### src/rtl/fnas_pkg.sv
// Shared constants and types of the four-neighbour average stencil.
`timescale 1ns / 1ps

package fnas_pkg;

    localparam int DATA_W       = 16;
    localparam int SIZE_W       = 11;
    localparam int MAX_SIZE_DEF = 1024;
    localparam logic [SIZE_W-1:0] SIZE_RESET = 11'd4;

    localparam int APB_DW  = 32;
    localparam int PADDR_W = 3;
    localparam logic [0:0] REG_MATRIX_SIZE = 1'b0;

    localparam int OUT_DEPTH = 8;
    localparam int OUT_PTR_W = 3;
    localparam int OUT_CNT_W = 4;

    typedef struct packed {
        logic signed [DATA_W-1:0] prev_cur;
        logic signed [DATA_W-1:0] prev_nxt;
        logic signed [DATA_W-1:0] pprev_cur;
    } t_row_rd;

    typedef struct packed {
        logic signed [DATA_W-1:0] prev;
        logic signed [DATA_W-1:0] pprev;
    } t_row_wd;

    typedef struct packed {
        logic signed [DATA_W-1:0] value;
        logic                     last;
    } t_res;

endpackage

### src/rtl/fnas_out_fifo.sv
// Result queue that takes up to two results per cycle and hands out one.
`timescale 1ns / 1ps

module fnas_out_fifo (
    input  logic                             i_clk,
    input  logic                             i_rst_n,
    input  logic                             i_push_a,
    input  fnas_pkg::t_res                   i_res_a,
    input  logic                             i_push_b,
    input  fnas_pkg::t_res                   i_res_b,
    input  logic                             i_pop,
    output fnas_pkg::t_res                   o_head,
    output logic [fnas_pkg::OUT_CNT_W-1:0]   o_count
);

    fnas_pkg::t_res r_mem [fnas_pkg::OUT_DEPTH];

    logic [fnas_pkg::OUT_PTR_W-1:0] r_wptr;
    logic [fnas_pkg::OUT_PTR_W-1:0] r_rptr;
    logic [fnas_pkg::OUT_CNT_W-1:0] r_count;
    logic [fnas_pkg::OUT_PTR_W-1:0] b_addr;
    logic [fnas_pkg::OUT_PTR_W-1:0] n_wptr;
    logic [fnas_pkg::OUT_CNT_W-1:0] n_count;

    always_comb begin
        b_addr  = i_push_a ? r_wptr + fnas_pkg::OUT_PTR_W'(1) : r_wptr;
        n_wptr  = r_wptr + fnas_pkg::OUT_PTR_W'(i_push_a) + fnas_pkg::OUT_PTR_W'(i_push_b);
        n_count = r_count + fnas_pkg::OUT_CNT_W'(i_push_a) + fnas_pkg::OUT_CNT_W'(i_push_b)
                  - fnas_pkg::OUT_CNT_W'(i_pop);
    end

    always_ff @(posedge i_clk) begin
        if (i_push_a) begin
            r_mem[r_wptr] <= i_res_a;
        end
        if (i_push_b) begin
            r_mem[b_addr] <= i_res_b;
        end
    end

    always_ff @(posedge i_clk) begin
        if (!i_rst_n) begin
            r_wptr  <= '0;
            r_rptr  <= '0;
            r_count <= '0;
        end else begin
            r_wptr  <= n_wptr;
            r_count <= n_count;
            if (i_pop) begin
                r_rptr <= r_rptr + fnas_pkg::OUT_PTR_W'(1);
            end
        end
    end

    assign o_head  = r_mem[r_rptr];
    assign o_count = r_count;

endmodule

### config.mk
export PLATFORM = sky130hd
export DESIGN_NAME = fnas_out_fifo
export DESIGN_NICKNAME = d
export VERILOG_FILES = /design/src/rtl/fnas_pkg.sv /design/src/rtl/fnas_out_fifo.sv
export SDC_FILE = /design/constraint.sdc
export NUM_CORES = 1
export LEC_CHECK = 0
export ABC_AREA = 1
export CAP_MARGIN = 30
export CORE_AREA = 10 10 135 137
export CTS_BUF_LIST = sky130_fd_sc_hd__clkbuf_4 sky130_fd_sc_hd__clkbuf_8
export DETAILED_ROUTE_END_ITERATION = 10
export DIE_AREA = 0 0 145 147
export DONT_BUFFER_PORTS = 1
export PLACE_DENSITY = 0.69
export SLEW_MARGIN = 10
export SYNTH_ARGS = -nofsm -noshare
export SYNTH_HDL_FRONTEND = slang
export SYNTH_SLANG_ARGS = --single-unit
### constraint.sdc
create_clock -name i_clk -period 3.6 [get_ports i_clk]
set_input_delay 0.72 -clock i_clk [delete_from_list [all_inputs] [get_ports i_clk]]
set_output_delay 0.72 -clock i_clk [all_outputs]
set_load 0.01 [all_outputs]
==> results.sh <==
export IMPL_slew_headroom=0.373
export IMPL_final_min_clock_period_ps=3000
export IMPL_grt_max_degree=39
export IMPL_ant_nets=0
export IMPL_gp_congestion=0.844
export IMPL_clk_pin_slew_ps=80
export IMPL_path_cells="inv_1 -> buf_4 -> o21ai_0 -> o21ai_0 -> nand2_1 -> nand2_1"
export IMPL_cts_buffer_depth=2
export IMPL_path_delay_family="buffers and inverters"
export IMPL_ys_async_sr_fraction=0
export IMPL_power_density_nw_per_um2=497
export IMPL_cts_max_level=4
export IMPL_via_count=6870
export IMPL_grt_overflow=0
export IMPL_yosysSeqAreaShare=0.518
export IMPL_post_cts_repair_setup_buffers=0
export IMPL_antenna_cells=0
export IMPL_final_nets=1051
export IMPL_period_share=0.833
export IMPL_path_buf_inv=2
export IMPL_layout_drive_gt1_share=0.0797
export IMPL_synth_cells=1037
export IMPL_vias_per_cell=5.58
export IMPL_ir_drop_mv=0.312
export IMPL_drt_iter0_drc=662
export IMPL_placed_cell_area_sq_um=8540
export IMPL_core_sq_um=15600
export IMPL_timing_fmax_mhz=333
export IMPL_setup_viol=0
export IMPL_antenna_found_initial=0
export IMPL_port_buffers=0
export IMPL_start_util=0.538
export IMPL_slowest_stage="inv_1"
export IMPL_stdcell_area_sq_um=8920
export IMPL_tns_ps=0
export IMPL_critPathMaxFanout=20
export IMPL_finalPower_w=0.00443
export IMPL_die_w_microns=145
export IMPL_routed_wl_mm=23.8
export IMPL_status="finished clean"
export IMPL_fill_cells=1431
export IMPL_path_class="reg2out"
export IMPL_cts_tree="built"
export IMPL_hpwl_mm=15.3
export IMPL_root_buffer="clkbuf_8"
export IMPL_slowest_delay_ps=450
export IMPL_rows=46
export IMPL_syn2layout_area_growth_pct=6.45
export IMPL_final_common_cell="nand2_1"
export IMPL_dieArea_sq_um=21300
export IMPL_netlist_area_sq_um=8380
export IMPL_rsz0062_at_grt="no"
export IMPL_io_pins=60
export IMPL_arrival_ps=2280
export IMPL_clock_latency_ps=470
export IMPL_syn_nets=1085
export IMPL_crit_path_start_kind="register"
export IMPL_drtPass1Iterations=5
export IMPL_yosys_top_cells_area="edfxtp_1, nand2_1, o21bai_1"
export IMPL_worst_slew_pin_slew_ps=940
export IMPL_synth_distinct_cells=24
export IMPL_cts_resized=0
export IMPL_final_cell_mix="nand2_1, edfxtp_1, nor2_1"
export IMPL_synth_seq_cells=149
export IMPL_cts_made_buffers=17
export IMPL_end_kind="primary output"
export IMPL_grt_pass1_wl_mm=37.4
export IMPL_cts_hold_buf=0
export IMPL_cellLeakagePower_nw=3.76
export IMPL_finClkSkew_ps=7.75
export IMPL_grt_pass1_vias=6796
export IMPL_drv_cap=0
export IMPL_synth_edff_count=136
export IMPL_ys_warn_count=0
export IMPL_synth_ff_type="edfxtp_1"
export IMPL_postSynthAreaPerCell_sq_um=8.09
export IMPL_slew_viol_final=0
export IMPL_final_hold_viol_count=0
export IMPL_cts_num_sinks=149
export IMPL_r2r_slack_ps=1140
export IMPL_drc=0
export IMPL_synth_top_cell_area_share=0.487
export IMPL_required_ps=2880
export IMPL_grt_usage=0.223
export IMPL_die_h_microns=147
export IMPL_yosys_area_top_type="edfxtp_1"
export IMPL_hp_class="in2reg"
export IMPL_wl_per_cell_microns=19.4
[where the power goes]
part	internal [W]	total, W	switching (W)
logic	0.000274	0.000993	0.000719
clock network	0.000627	0.00129	0.000665
registers	0.00209	0.00215	0.0000607
[worst reg2reg max path, delay by kind of cell (launching register included)]
family | cells | cell delay (ps)
and+or+nand+nor | 5 | 640
DFF | 1 | 450
AOI/OAI and AO/OA | 1 | 380
buffers and inverters | 2 | 480
adders and majority gates | 1 | 220
[path summary, 6_finish.rpt]
kind / from / endpoint / cells past startpoint
worst max-delay path: register / o_head[6] / 6
worst min-delay path: i_rst_n / r_wptr[1] / 2
worst max register to register: r_wptr[1] / r_mem[7][10] / 9
worst min register to register: r_rptr[2] / register / 2
[metrics by stage]
step	instances	utilization	hold slack (ps)	setup slack, ps
2_1_floorplan	1037	-	479	883
3_3_place_gp	1196	0.544	510	957
6_report	1232	0.572	344	600
5_1_grt	1232	0.572	352	484
3_5_place_dp	1200	0.548	524	975
4_1_cts	1232	0.572	334	575
[metal layers]
layer,share of wire,wire (microns),vias up,track usage
met5,0,0,-,0
met4,0.029,682,0,0.0919
met3,0.11,2550,53,0.0786
met2,0.48,11400,309,0.372
met1,0.38,9160,3198,0.258
li1,-,-,3310,-
[area by class of cell]
type,count,area (sq um),share of cell area
multi-input combinational,773,3570,0.400
inverter,37,139,0.0156
clock inverter,13,134,0.0150
clock buffer,19,249,0.0279
timing repair buffer,25,219,0.0245
tap,216,270,0.0303
sequential,149,4350,0.487
[synthesized netlist by cell type, types with 4 or more instances]
master / number
buf_2: 50
buf_4: 5
clkbuf_1: 23
dfxtp_1: 13
edfxtp_1: 136
ha_1: 6
inv_1: 33
nand2_1: 434
nand2_2: 5
nand3_1: 71
nor2_1: 97
o21ai_0: 68
o21ai_1: 5
o21bai_1: 68
o22ai_1: 4
[flip-flops by register name, summed over array words and instances (netlist names), named ones only]
name	count
r_mem	136
r_wptr	3
o_count	4
r_rptr	3
[logic make-up (layout without fill, tap and decap cells)]
group           count (synthesis)  in the layout  synth area share
xor+xnor                        4              4           0.00418
buf+inv                       115             94            0.0612
fa+ha+maj                       9              9            0.0161
compound gates                147            147             0.109
flops                         149            149             0.518
simple gates                  613            613             0.292
Power figures use the tool's default switching activity.
